$ cat config.mk
export PLATFORM = sky130hd
export DESIGN_NAME = diff_drive_odometry_integrator
export DESIGN_NICKNAME = d
export VERILOG_FILES = /design/src/rtl/ddoi_pkg.sv /design/src/rtl/ddoi_cordic.sv /design/src/rtl/diff_drive_odometry_integrator.sv
export VERILOG_INCLUDE_DIRS = /design/src /design/src/rtl
export SDC_FILE = /design/constraint.sdc
export NUM_CORES = 2
export LEC_CHECK = 0
export BUFFER_PORTS_ARGS = -buffer_cell sky130_fd_sc_hd__buf_2
export CAP_MARGIN = 10
export CORE_MARGIN = 3
export CORE_UTILIZATION = 59
export CTS_CLUSTER_SIZE = 14
export DETAILED_ROUTE_END_ITERATION = 10
export GPL_ROUTABILITY_DRIVEN = 0
export PLACE_DENSITY_LB_ADDON = 0.3
export SLEW_MARGIN = 0
export SYNTH_ARGS = -nofsm -noshare
export SYNTH_HDL_FRONTEND = slang
export SYNTH_SLANG_ARGS = --single-unit
export TNS_END_PERCENT = 30
$ cat constraint.sdc
create_clock -name i_clk -period 10.1 [get_ports i_clk]
set_input_delay 2.02 -clock i_clk [delete_from_list [all_inputs] [get_ports i_clk]]
set_output_delay 2.02 -clock i_clk [all_outputs]
set_load 0.05 [all_outputs]
$ cat src/rtl/diff_drive_odometry_integrator_macros.svh
// Assertion macros shared by the odometry integrator RTL.
`ifndef DIFF_DRIVE_ODOMETRY_INTEGRATOR_MACROS_SVH
`define DIFF_DRIVE_ODOMETRY_INTEGRATOR_MACROS_SVH

// Same-cycle implication, disabled while reset is held.
`define DDOI_ASSERT_SAME(lbl, clk, rst_n, ante, cons) \
    lbl: assert property (@(posedge clk) disable iff (!(rst_n)) (ante) |-> (cons)) \
        else $error("ddoi: same-cycle check failed");

// Next-cycle implication, disabled while reset is held.
`define DDOI_ASSERT_NEXT(lbl, clk, rst_n, ante, cons) \
    lbl: assert property (@(posedge clk) disable iff (!(rst_n)) (ante) |=> (cons)) \
        else $error("ddoi: next-cycle check failed");

`endif

$ cat src/rtl/ddoi_pkg.sv
package ddoi_pkg;

    localparam int ATAN_ENTRIES = 24;
    localparam int ITER_W       = 5;

    typedef logic [ITER_W-1:0] t_iter;

    typedef enum logic [1:0] {
        ST_IDLE,
        ST_POS,
        ST_QUAT,
        ST_OUT
    } t_state;

    typedef struct packed {
        logic               start;
        logic signed [33:0] angle;
    } t_cordic_ctl;

    typedef struct packed {
        logic  busy;
        logic  last;
        t_iter iter;
    } t_cordic_sts;

    localparam logic signed [33:0] PI_Q30      = 34'sd3373259426;
    localparam logic signed [33:0] HALF_PI_Q30 = 34'sd1686629713;
    localparam logic signed [31:0] GAIN_Q30    = 32'sd652032874;
    localparam logic [15:0]        RADIUS_RST  = 16'd3329;

    // atan(2^-i) in Q30, rounded down
    function automatic logic [29:0] atan_q30(input t_iter idx);
        logic [29:0] v;
        case (idx)
            5'd0:    v = 30'd843314856;
            5'd1:    v = 30'd497837829;
            5'd2:    v = 30'd263043836;
            5'd3:    v = 30'd133525158;
            5'd4:    v = 30'd67021686;
            5'd5:    v = 30'd33543515;
            5'd6:    v = 30'd16775850;
            5'd7:    v = 30'd8388437;
            5'd8:    v = 30'd4194282;
            5'd9:    v = 30'd2097149;
            5'd10:   v = 30'd1048575;
            5'd11:   v = 30'd524287;
            5'd12:   v = 30'd262143;
            5'd13:   v = 30'd131071;
            5'd14:   v = 30'd65535;
            5'd15:   v = 30'd32767;
            5'd16:   v = 30'd16383;
            5'd17:   v = 30'd8191;
            5'd18:   v = 30'd4095;
            5'd19:   v = 30'd2047;
            5'd20:   v = 30'd1023;
            5'd21:   v = 30'd511;
            5'd22:   v = 30'd255;
            5'd23:   v = 30'd127;
            default: v = 30'd0;
        endcase
        return v;
    endfunction

    function automatic logic signed [39:0] sat40(input logic signed [40:0] v);
        logic signed [39:0] r;
        if (v[40] != v[39]) begin
            r = v[40] ? {1'b1, {39{1'b0}}} : {1'b0, {39{1'b1}}};
        end else begin
            r = v[39:0];
        end
        return r;
    endfunction

    // Q30 to Q1.15 with round half up and saturation
    function automatic logic signed [15:0] to_q15(input logic signed [31:0] v);
        logic signed [32:0] t;
        logic signed [17:0] q;
        logic signed [15:0] r;
        t = {v[31], v} + 33'sd16384;
        q = t[32:15];
        if (q > 18'sd32767) begin
            r = 16'sd32767;
        end else if (q < -18'sd32768) begin
            r = -16'sd32768;
        end else begin
            r = q[15:0];
        end
        return r;
    endfunction

endpackage

$ cat src/rtl/ddoi_cordic.sv
module ddoi_cordic #(
    parameter int TRIG_ITERATIONS = 16
) (
    input  logic                      i_clk,
    input  logic                      i_rst_n,
    input  ddoi_pkg::t_cordic_ctl     i_ctl,
    output ddoi_pkg::t_cordic_sts     o_sts,
    output logic signed [31:0]        o_cos,
    output logic signed [31:0]        o_sin
);

    localparam int CW = $clog2(TRIG_ITERATIONS);

    logic                r_busy;
    logic [CW-1:0]       r_cnt;
    logic signed [31:0]  r_x, r_y, r_cos, r_sin;
    logic signed [33:0]  r_z;
    logic                r_neg;

    logic signed [31:0]  n_x, n_y;
    logic signed [33:0]  n_z;
    logic signed [33:0]  w_atan;
    logic signed [33:0]  w_red;
    logic                w_red_neg;
    logic                w_last;

    assign w_last = r_busy && (r_cnt == CW'(TRIG_ITERATIONS - 1));
    assign w_atan = {4'b0000, ddoi_pkg::atan_q30(ddoi_pkg::t_iter'(r_cnt))};

    // fold the angle into plus or minus pi/2, negate the results later
    always_comb begin
        w_red     = i_ctl.angle;
        w_red_neg = 1'b0;
        if (i_ctl.angle > ddoi_pkg::HALF_PI_Q30) begin
            w_red     = i_ctl.angle - ddoi_pkg::PI_Q30;
            w_red_neg = 1'b1;
        end else if (i_ctl.angle < -ddoi_pkg::HALF_PI_Q30) begin
            w_red     = i_ctl.angle + ddoi_pkg::PI_Q30;
            w_red_neg = 1'b1;
        end
    end

    always_comb begin
        if (!r_z[33]) begin
            n_x = r_x - (r_y >>> r_cnt);
            n_y = r_y + (r_x >>> r_cnt);
            n_z = r_z - w_atan;
        end else begin
            n_x = r_x + (r_y >>> r_cnt);
            n_y = r_y - (r_x >>> r_cnt);
            n_z = r_z + w_atan;
        end
    end

    always_ff @(posedge i_clk) begin
        if (!i_rst_n) begin
            r_busy <= 1'b0;
            r_cnt  <= '0;
        end else if (i_ctl.start) begin
            r_busy <= 1'b1;
            r_cnt  <= '0;
        end else if (r_busy) begin
            r_busy <= !w_last;
            r_cnt  <= r_cnt + CW'(1);
        end
    end

    always_ff @(posedge i_clk) begin
        if (i_ctl.start) begin
            r_x   <= ddoi_pkg::GAIN_Q30;
            r_y   <= '0;
            r_z   <= w_red;
            r_neg <= w_red_neg;
        end else if (r_busy) begin
            r_x <= n_x;
            r_y <= n_y;
            r_z <= n_z;
        end
        // capture the finished rotation even when the next one starts
        if (w_last) begin
            r_cos <= r_neg ? -n_x : n_x;
            r_sin <= r_neg ? -n_y : n_y;
        end
    end

    assign o_sts.busy = r_busy;
    assign o_sts.last = w_last;
    assign o_sts.iter = ddoi_pkg::t_iter'(r_cnt);
    assign o_cos      = r_cos;
    assign o_sin      = r_sin;

endmodule

$ cat src/rtl/diff_drive_odometry_integrator.sv
// Differential drive odometry integrator.
// Input words on s_axis carry the left and right wheel angles and the yaw;
// each accepted word yields exactly one result word on m_axis with the
// saturating pose x and y and the half-yaw quaternion parts z and w.
// The wheel radius is written on the cfg channel, by the user only while the
// block idles, which the block does not enforce; o_cfg_ready is always high.
// One shared CORDIC shift-add unit runs TRIG_ITERATIONS steps for the yaw
// and then again for the half yaw; a new word is accepted only once the
// previous result has gone to the output register. The single shared
// multiplier works beside the CORDIC. s_axis_tready is high only while no
// word is in flight.
// The result sits in an output register: a stalled receiver does not stop the
// next word being accepted; only a second finished result waits for the slot.
// Reset (synchronous, active low) clears the pose, forgets the previous wheel
// angles so that the next word only seeds them, and sets the radius to 3329.
module diff_drive_odometry_integrator #(
    parameter int TRIG_ITERATIONS = 16
) (
    input  logic          i_clk,
    input  logic          i_rst_n,
    input  logic          s_axis_tvalid,
    output logic          s_axis_tready,
    // left_wheel_angle[31:0], right_wheel_angle[63:32], heading[82:64], zero pad
    input  logic [87:0]   s_axis_tdata,
    output logic          m_axis_tvalid,
    input  logic          m_axis_tready,
    // pos_x[39:0], pos_y[79:40], quat_z[95:80], quat_w[111:96]
    output logic [111:0]  m_axis_tdata,
    input  logic          i_cfg_valid,
    output logic          o_cfg_ready,
    input  logic [15:0]   i_cfg_data
);

    ddoi_pkg::t_state      r_state, n_state;
    ddoi_pkg::t_cordic_ctl w_ctl;
    ddoi_pkg::t_cordic_sts w_sts;
    logic signed [31:0]    w_cos, w_sin;

    logic [15:0]           r_radius;
    logic                  r_seeded;
    logic [31:0]           r_prev_l, r_prev_r;
    logic signed [39:0]    r_acc_x, r_acc_y;
    logic signed [32:0]    r_dsum, r_ds;
    logic signed [18:0]    r_head;
    logic signed [63:0]    r_prod;
    logic                  r_out_valid;
    logic [111:0]          r_out_data;

    logic                  w_in_acc, w_load;
    logic [31:0]           w_left, w_right, w_dl, w_dr;
    logic signed [18:0]    w_head;
    logic signed [33:0]    w_head_ext;
    logic signed [32:0]    w_dsum;
    logic signed [32:0]    w_mul_a, w_mul_b;
    logic signed [65:0]    w_mul_p;
    logic signed [63:0]    w_ds_rnd, w_d_rnd;
    logic signed [40:0]    w_sum_x, w_sum_y;

    assign w_left  = s_axis_tdata[31:0];
    assign w_right = s_axis_tdata[63:32];
    assign w_head  = s_axis_tdata[82:64];

    assign w_in_acc    = s_axis_tvalid && s_axis_tready;
    assign o_cfg_ready = 1'b1;

    // the first word seeds the previous angles, so its changes are zero
    assign w_dl   = w_left - (r_seeded ? r_prev_l : w_left);
    assign w_dr   = w_right - (r_seeded ? r_prev_r : w_right);
    assign w_dsum = {w_dl[31], w_dl} + {w_dr[31], w_dr};

    assign w_head_ext = w_in_acc ? {{15{w_head[18]}}, w_head} : {{15{r_head[18]}}, r_head};

    // shared multiplier: distance scale, then distance times cos and sin
    always_comb begin
        w_mul_a = r_ds;
        w_mul_b = {w_cos[31], w_cos};
        if (r_state == ddoi_pkg::ST_POS) begin
            w_mul_a = r_dsum;
            w_mul_b = {17'd0, r_radius};
        end else if (w_sts.iter != ddoi_pkg::t_iter'(0)) begin
            w_mul_b = {w_sin[31], w_sin};
        end
    end
    assign w_mul_p = w_mul_a * w_mul_b;

    assign w_ds_rnd = (r_prod + 64'sd65536) >>> 17;
    assign w_d_rnd  = (r_prod + 64'sd536870912) >>> 30;
    assign w_sum_x  = {r_acc_x[39], r_acc_x} + w_d_rnd[40:0];
    assign w_sum_y  = {r_acc_y[39], r_acc_y} + w_d_rnd[40:0];

    always_comb begin
        n_state     = r_state;
        w_ctl.start = 1'b0;
        w_ctl.angle = w_head_ext <<< 14;
        w_load      = 1'b0;
        case (r_state)
            ddoi_pkg::ST_IDLE: begin
                if (s_axis_tvalid) begin
                    w_ctl.start = 1'b1;
                    n_state     = ddoi_pkg::ST_POS;
                end
            end
            ddoi_pkg::ST_POS: begin
                // chain the half-yaw rotation straight after the yaw rotation
                w_ctl.angle = w_head_ext <<< 13;
                if (w_sts.last) begin
                    w_ctl.start = 1'b1;
                    n_state     = ddoi_pkg::ST_QUAT;
                end
            end
            ddoi_pkg::ST_QUAT: begin
                if (w_sts.last) begin
                    n_state = ddoi_pkg::ST_OUT;
                end
            end
            ddoi_pkg::ST_OUT: begin
                if (!r_out_valid || m_axis_tready) begin
                    w_load  = 1'b1;
                    n_state = ddoi_pkg::ST_IDLE;
                end
            end
            default: n_state = ddoi_pkg::ST_IDLE;
        endcase
    end

    assign s_axis_tready = (r_state == ddoi_pkg::ST_IDLE);

    ddoi_cordic #(
        .TRIG_ITERATIONS(TRIG_ITERATIONS)
    ) u_cordic (
        .i_clk   (i_clk),
        .i_rst_n (i_rst_n),
        .i_ctl   (w_ctl),
        .o_sts   (w_sts),
        .o_cos   (w_cos),
        .o_sin   (w_sin)
    );

    always_ff @(posedge i_clk) begin
        if (!i_rst_n) begin
            r_state     <= ddoi_pkg::ST_IDLE;
            r_radius    <= ddoi_pkg::RADIUS_RST;
            r_seeded    <= 1'b0;
            r_acc_x     <= '0;
            r_acc_y     <= '0;
            r_out_valid <= 1'b0;
        end else begin
            r_state <= n_state;
            if (i_cfg_valid) begin
                r_radius <= i_cfg_data;
            end
            if (w_in_acc) begin
                r_seeded <= 1'b1;
            end
            if (r_state == ddoi_pkg::ST_QUAT && w_sts.iter == ddoi_pkg::t_iter'(1)) begin
                r_acc_x <= ddoi_pkg::sat40(w_sum_x);
            end
            if (r_state == ddoi_pkg::ST_QUAT && w_sts.iter == ddoi_pkg::t_iter'(2)) begin
                r_acc_y <= ddoi_pkg::sat40(w_sum_y);
            end
            if (w_load) begin
                r_out_valid <= 1'b1;
            end else if (m_axis_tready) begin
                r_out_valid <= 1'b0;
            end
        end
    end

    always_ff @(posedge i_clk) begin
        if (w_in_acc) begin
            r_prev_l <= w_left;
            r_prev_r <= w_right;
            r_dsum   <= w_dsum;
            r_head   <= w_head;
        end
        if (r_state == ddoi_pkg::ST_POS || r_state == ddoi_pkg::ST_QUAT) begin
            r_prod <= w_mul_p[63:0];
        end
        if (r_state == ddoi_pkg::ST_POS && w_sts.iter == ddoi_pkg::t_iter'(1)) begin
            r_ds <= w_ds_rnd[32:0];
        end
        if (w_load) begin
            r_out_data <= {ddoi_pkg::to_q15(w_cos), ddoi_pkg::to_q15(w_sin),
                           r_acc_y, r_acc_x};
        end
    end

    assign m_axis_tvalid = r_out_valid;
    assign m_axis_tdata  = r_out_data;

`include "diff_drive_odometry_integrator_macros.svh"

    `DDOI_ASSERT_NEXT(a_accept_starts, i_clk, i_rst_n, w_in_acc, r_state == ddoi_pkg::ST_POS)
    `DDOI_ASSERT_SAME(a_cordic_busy, i_clk, i_rst_n, r_state == ddoi_pkg::ST_POS || r_state == ddoi_pkg::ST_QUAT, w_sts.busy)
    `DDOI_ASSERT_NEXT(a_out_waits, i_clk, i_rst_n, r_state == ddoi_pkg::ST_OUT && r_out_valid && !m_axis_tready, r_state == ddoi_pkg::ST_OUT)

endmodule

Yosys cells after proc, flatten, opt, wreduce, memory -nomap -nowiden
Memory sizes are Yosys's and may differ from the RTL's. A register that Yosys moved wholly into a read port is not among the register bits.
Cells that the tools add are included.
{ "totals": {"ff_bits": 593, "romBits": 480, "in_bits": 109, "out_inout_bits": 115, "elab_cells": 120, "memories": 1} }
{ "mem_list": {"columns": ["memory", "words", "width", "rd", "rd_ports_with_merged_regs", "wr", "line", "rtl"], "rows": [
  ["(name not given)", 16, 30, 1, 1, 0, "ddoi_pkg.sv:34", "case (idx)"]
]} }
{ "op_classes": {"add_sub_neg": 20, "mul": 1, "order_cmp": 6, "eq_ne": 12, "n_shift": 2, "muxes": 39, "bitwise": 1, "n_reduce_logical": 15} }
{ "op_table": {"columns": ["operator", "count"], "rows": [
  ["two-way mux 34 bit", 6],
  ["two-way mux 32 bit", 6],
  ["two-way mux 40 bit", 4],
  ["subtractor 32 bit", 4],
  ["two-way mux 33 bit", 3],
  ["adder 40 x 34 -> 41 bit", 2],
  ["adder 32 x 16 -> 33 bit, second input constant", 2],
  ["adder 32 bit", 2],
  ["adder 64 x 31 -> 64 bit, second input constant", 1],
  ["multiplier 33 x 33 -> 64 bit", 1],
  ["negator 32 bit", 2],
  [">>> shifter 32 x 4 -> 32 bit", 2],
  ["adder 50 x 18 -> 50 bit, second input constant", 1],
  ["> comparator 18 x 16 -> 1 bit, second input constant", 2],
  ["< comparator 18 x 16 -> 1 bit, second input constant", 2],
  ["adder 34 x 31 -> 34 bit", 1],
  ["adder 34 x 33 -> 34 bit, second input constant", 1],
  ["> comparator 34 x 32 -> 1 bit, second input constant", 1],
  ["< comparator 34 x 32 -> 1 bit, second input constant", 1],
  ["subtractor 34 x 31 -> 34 bit", 1],
  ["subtractor 34 x 33 -> 34 bit, second input constant", 1],
  ["adder 32 x 32 -> 33 bit", 1],
  ["two-way mux 16 bit", 2],
  ["two-way mux 21 bit", 1],
  ["other kinds (23)", 46]
]} }

Longest topological paths before layout
{ "depth": {"ltp_word": 8, "ltp_mapped": 41, "depth_no_buf": 35} }

Hierarchy
From an unflattened synthesis, not the netlist that was laid out.
{ "unflattened": {"hier_cells": 8981, "area_unflattened_um2": 82472.8} }
{ "by_module_without_submodules": {"columns": ["mod", "instances", "cells_each", "area_each_um2", "seq_area_each_um2"], "rows": [
  ["diff_drive_odometry_integrator", 1, 6630, 62748.9, 11280.8],
  ["ddoi_cordic", 1, 2351, 19723.9, 4934.7]
]} }

Worst setup path after synthesis
OpenSTA, ideal clock, no wires.
{ "synth_timing": {"kind": "reg2reg", "startpoint": "register u_cordic.r_cnt[0]", "endpoint": "register r_prod[63] (data pin)", "setup_ns": 0.264, "t_arrival_ns": 10.096, "t_required_ns": 9.836, "setup_slack_ns": -0.260, "path_stages_with_launch": 40, "n_path_buf": 6, "period_less_slack_ns": 10.360, "path_cell_list": "dfxtp_1 > buf_4 > buf_6 > clkinv_1 > buf_2 > ha_1 > nor3b_2 > clkbuf_1 > clkbuf_1 > mux2i_1 > nor2_1 > a21oi_1 > clkbuf_1 > nor2_1 > fa_1 > inv_1 > fa_1 > fa_1 > [4 not listed] > inv_1 > fa_1 > fa_1 > inv_1 > fa_1 > inv_1 > ha_1 > a21o_1 > a31o_2 > a21oi_1 > o21ai_0 > o21ai_1 > a2111o_1 > a21oi_1 > o41ai_2 > o21ai_0 > a221oi_1 > xnor2_1"} }
{ "synth_between": {"elab_chain_cells": 4} }
{ "synth_rtl": {"columns": ["item", "line", "rtl"], "rows": [
  ["from (decl)", "ddoi_cordic.sv:15", "logic [CW-1:0] r_cnt;"],
  ["from (signal assigned)", "ddoi_cordic.sv:64", "r_cnt <= r_cnt + CW'(1);"],
  ["nonzero test 5 bit", "diff_drive_odometry_integrator.sv:80", "end else if (w_sts.iter != ddoi_pkg::t_iter'(0)) begin"],
  ["two-way mux 33 bit", "diff_drive_odometry_integrator.sv:80", null],
  ["two-way mux 33 bit", "diff_drive_odometry_integrator.sv:77", "if (r_state == ddoi_pkg::ST_POS) begin"],
  ["multiplier 33 x 33 -> 64 bit", "diff_drive_odometry_integrator.sv:84", "assign w_mul_p = w_mul_a * w_mul_b;"],
  ["net w_mul_p[63]", "diff_drive_odometry_integrator.sv:55", "logic signed [65:0] w_mul_p;"],
  ["to (signal assigned)", "diff_drive_odometry_integrator.sv:177", "r_prod <= w_mul_p[63:0];"],
  ["to (decl)", "diff_drive_odometry_integrator.sv:45", "logic signed [63:0] r_prod;"]
]} }
The timed path passes the listed nets, and every way through them passes these cells.
A chain may end at the register's enable or synchronous reset.

Final worst setup path
{ "layout_timing": {"startpoint": "register u_cordic.r_cnt[1]", "endpoint": "register r_prod[57] (data pin)"} }
The elaborated chain is that of the path after synthesis.

==> results.sh <==
export IMPL_yosys_area_top_type_share=0.282
export IMPL_cts_tree="yes"
export IMPL_cp_slowest_stage_delay_ns=0.53
export IMPL_ios=224
export IMPL_grt_pass1_vias=64800
export IMPL_wire_per_inst_um=23.0
export IMPL_yosysUniqueCellTypes=108
export IMPL_final_nets=10500
export IMPL_root_buffer="clkbuf_16"
export IMPL_clock_sinks=606
export IMPL_seq_area_frac_synth=0.202
export IMPL_grt_pass1_wl_um=374000
export IMPL_post_cts_buffers=0
export IMPL_syn_avg_cell_area_um2=9.35
export IMPL_start_util=0.598
export IMPL_io_buffer_count=217
export IMPL_cpMostUsedCell="fa_1"
export IMPL_drt_pass1_iter_count=9
export IMPL_synthCells=8605
export IMPL_die_area_um2=141000
export IMPL_synth_seq_cells=606
export IMPL_cts_made_buffers=71
export IMPL_final_hold_viol_count=0
export IMPL_async_reset_ff_frac=0
export IMPL_dp_hpwl_um=195000
export IMPL_yosys_warnings=0
export IMPL_path_class="flop to flop"
export IMPL_drtIter0Drc=6764
export IMPL_yosys_top_cells_area="fa_1 28%, edfxtp_1 15%, ha_1 7.9%"
export IMPL_status="complete, no violations"
export IMPL_yosys_area_top_type="fa_1"
export IMPL_grt_max_degree=99
export IMPL_ys_top_cells_by_count="1195 x inv_1, 1132 x fa_1, 932 x nor2_1"
export IMPL_end_kind="flop"
export IMPL_area_growth_pct=8.32
export IMPL_syn_num_nets=10400
export IMPL_rsz0062_at_grt="false"
export IMPL_overflow=0
export IMPL_drtAntennaViolNets=0
export IMPL_netlist_area_um2=80400
export IMPL_vias_per_cell=6.14
export IMPL_num_vias=65100
export IMPL_skew_ns=0.0343
export IMPL_critPathRequiredTime_ns=10.55
export IMPL_crit_start="u_cordic.r_cnt[1]$_SDFFE_PP0P_"
export IMPL_htreeDepth=3
export IMPL_max_freq_mhz=102
export IMPL_period_needed_ns=9.84
export IMPL_drc=0
export IMPL_max_slew_worst_pin_slew_ns=1.25
export IMPL_core_area_um2=134000
export IMPL_hp_class="flop to flop"
export IMPL_insertion_delay_ns=0.71
export IMPL_worstPathArrival_ns=10.29
export IMPL_cts_buffer_depth=3
export IMPL_relSlewSlack=0.168
export IMPL_cp_start_kind="flop"
export IMPL_antenna_found_initial=12
export IMPL_maxCapViolCount=0
export IMPL_drive_gt1_frac=0.0955
export IMPL_synth_edf_count=408
export IMPL_period_share=0.974
export IMPL_grt_usage=0.346
export IMPL_wl_um=244000
export IMPL_min_from="r_acc_y[8]$_SDFFE_PN0P_"
export IMPL_die_h_um=375
export IMPL_fillerInstances=10700
export IMPL_die_w_um=375
export IMPL_rows=134
export IMPL_path_max_fanout=15
export IMPL_setup_viol_count_final=0
export IMPL_maxSlewViolCount=0
export IMPL_setup_tns_ns=0
export IMPL_clk_pin_slew_ns=0.06
export IMPL_rr_startpoint="u_cordic.r_cnt[1]$_SDFFE_PP0P_"
export IMPL_cpMaxStageDelayCell="fa_1"
export IMPL_synth_most_common_cell="inv_1"
export IMPL_synth_ff_type="edfxtp_1"
==> repair_timing <==
item | 4_1_cts | 5_1_grt
hold buffers | 0 | 0
resized for setup | 0 | 24
setup endpoints to repair | 0 | 10
hold endpoints to repair | 0 | 0
==> layout by cell type (no fill, tap or decap), types with 43 or more instances in the layout <==
cell / n
edfxtp_1: 408
o21a_1: 55
mux2_2: 67
xnor2_1: 353
and3_1: 60
nor2b_1: 65
a21o_1: 158
a21oi_1: 476
mux4_2: 69
nand2b_1: 56
clkbuf_16: 74
inv_1: 1194
fa_1: 1132
ha_1: 503
nand3_1: 101
o21ai_0: 374
a211oi_1: 43
buf_2: 217
mux2i_1: 222
dfxtp_1: 192
nor2_1: 925
a31oi_1: 51
and2_1: 55
buf_4: 230
xor2_1: 207
nand2_1: 843
nor3_1: 89
==> final cells by class <==
type                            instances  area, µm²  share of cell area
Antenna cell                            4       10.0            0.000115
Multi-Input combinational cell       6432      58500               0.671
Inverter                             1200       4510              0.0518
Sequential cell                       606      16200               0.186
Tap cell                             1768       2210              0.0254
Timing Repair Buffer                  466       3200              0.0367
Clock buffer                           91       1950              0.0224
Clock inverter                         39        500             0.00575
==> kinds of logic after synthesis <==
logic type | after synthesis | synth area share
multiplexers | 382 | 0.0593
AO/OA/AOI/OAI | 1445 | 0.110
AND/OR/NAND/NOR | 2372 | 0.129
buffers and inverters | 1567 | 0.0744
adder cells (fa/ha/maj) | 1670 | 0.364
flip-flops | 606 | 0.202
other | 1 | 0.0000466
XOR/XNOR | 562 | 0.0613
==> path summary, 6_finish.rpt <==
kind / to / slack, ns / depth (start not counted)
hold / removal: m_axis_tdata[48]$_DFFE_PP_ / 0.46 / 0
setup reg to reg: r_prod[57]$_DFFE_PP_ / 0.26 / 38
hold reg to reg: m_axis_tdata[48]$_DFFE_PP_ / 0.46 / 0
setup / recovery: r_prod[57]$_DFFE_PP_ / 0.26 / 38
==> metal layers <==
| layer | track usage | vias to the layer above | share of wire |
|---|---|---|---|
| li1 | - | 28600 | - |
| met1 | 0.442 | 32000 | 0.37 |
| met2 | 0.518 | 3626 | 0.43 |
| met3 | 0.121 | 801 | 0.13 |
| met4 | 0.186 | 10 | 0.067 |
| met5 | 0 | - | 0.00029 |
==> flip-flops by register name, indices dropped and copies added (netlist names), 29 cells and up <==
register and flops:
u_cordic.o_cos 32, u_cordic.o_sin 32, r_ds 33, u_cordic.r_y 32, r_dsum 33, m_axis_tdata 112
r_prev_r 32, u_cordic.w_atan 29, r_prod 48, r_prev_l 32, u_cordic.r_x 32, u_cordic.r_z 34
r_acc_y 40, r_acc_x 40
==> per-stage QoR <==
stage	hold slack [ns]	cells	setup WS, ns	area (µm²)	utilization
after floorplan	0.431	8605	0.0749	80400	-
after global placement	0.450	10500	0.211	84500	0.629
after detailed placement	0.448	10500	0.0775	84500	0.629
after CTS	0.458	10600	0.0142	87000	0.647
after global routing	0.474	10600	0.0201	87100	0.648
final	0.461	10600	0.260	87100	0.648
==> worst max-delay path, delay by kind of cell (launching register included) <==
family	cells	cell delay [ns]
AOI/OAI and AO/OA	7	1.54
xor gates and xnor gates	1	0.14
adders and majority gates	10	4.42
buffers and inverters	13	1.44
DFF	1	0.34
muxes	1	0.48
and+or+nand+nor	6	1.17
Power is not shown: default switching activity piles up to over one toggle a cycle in this logic, so the estimate is an artifact.
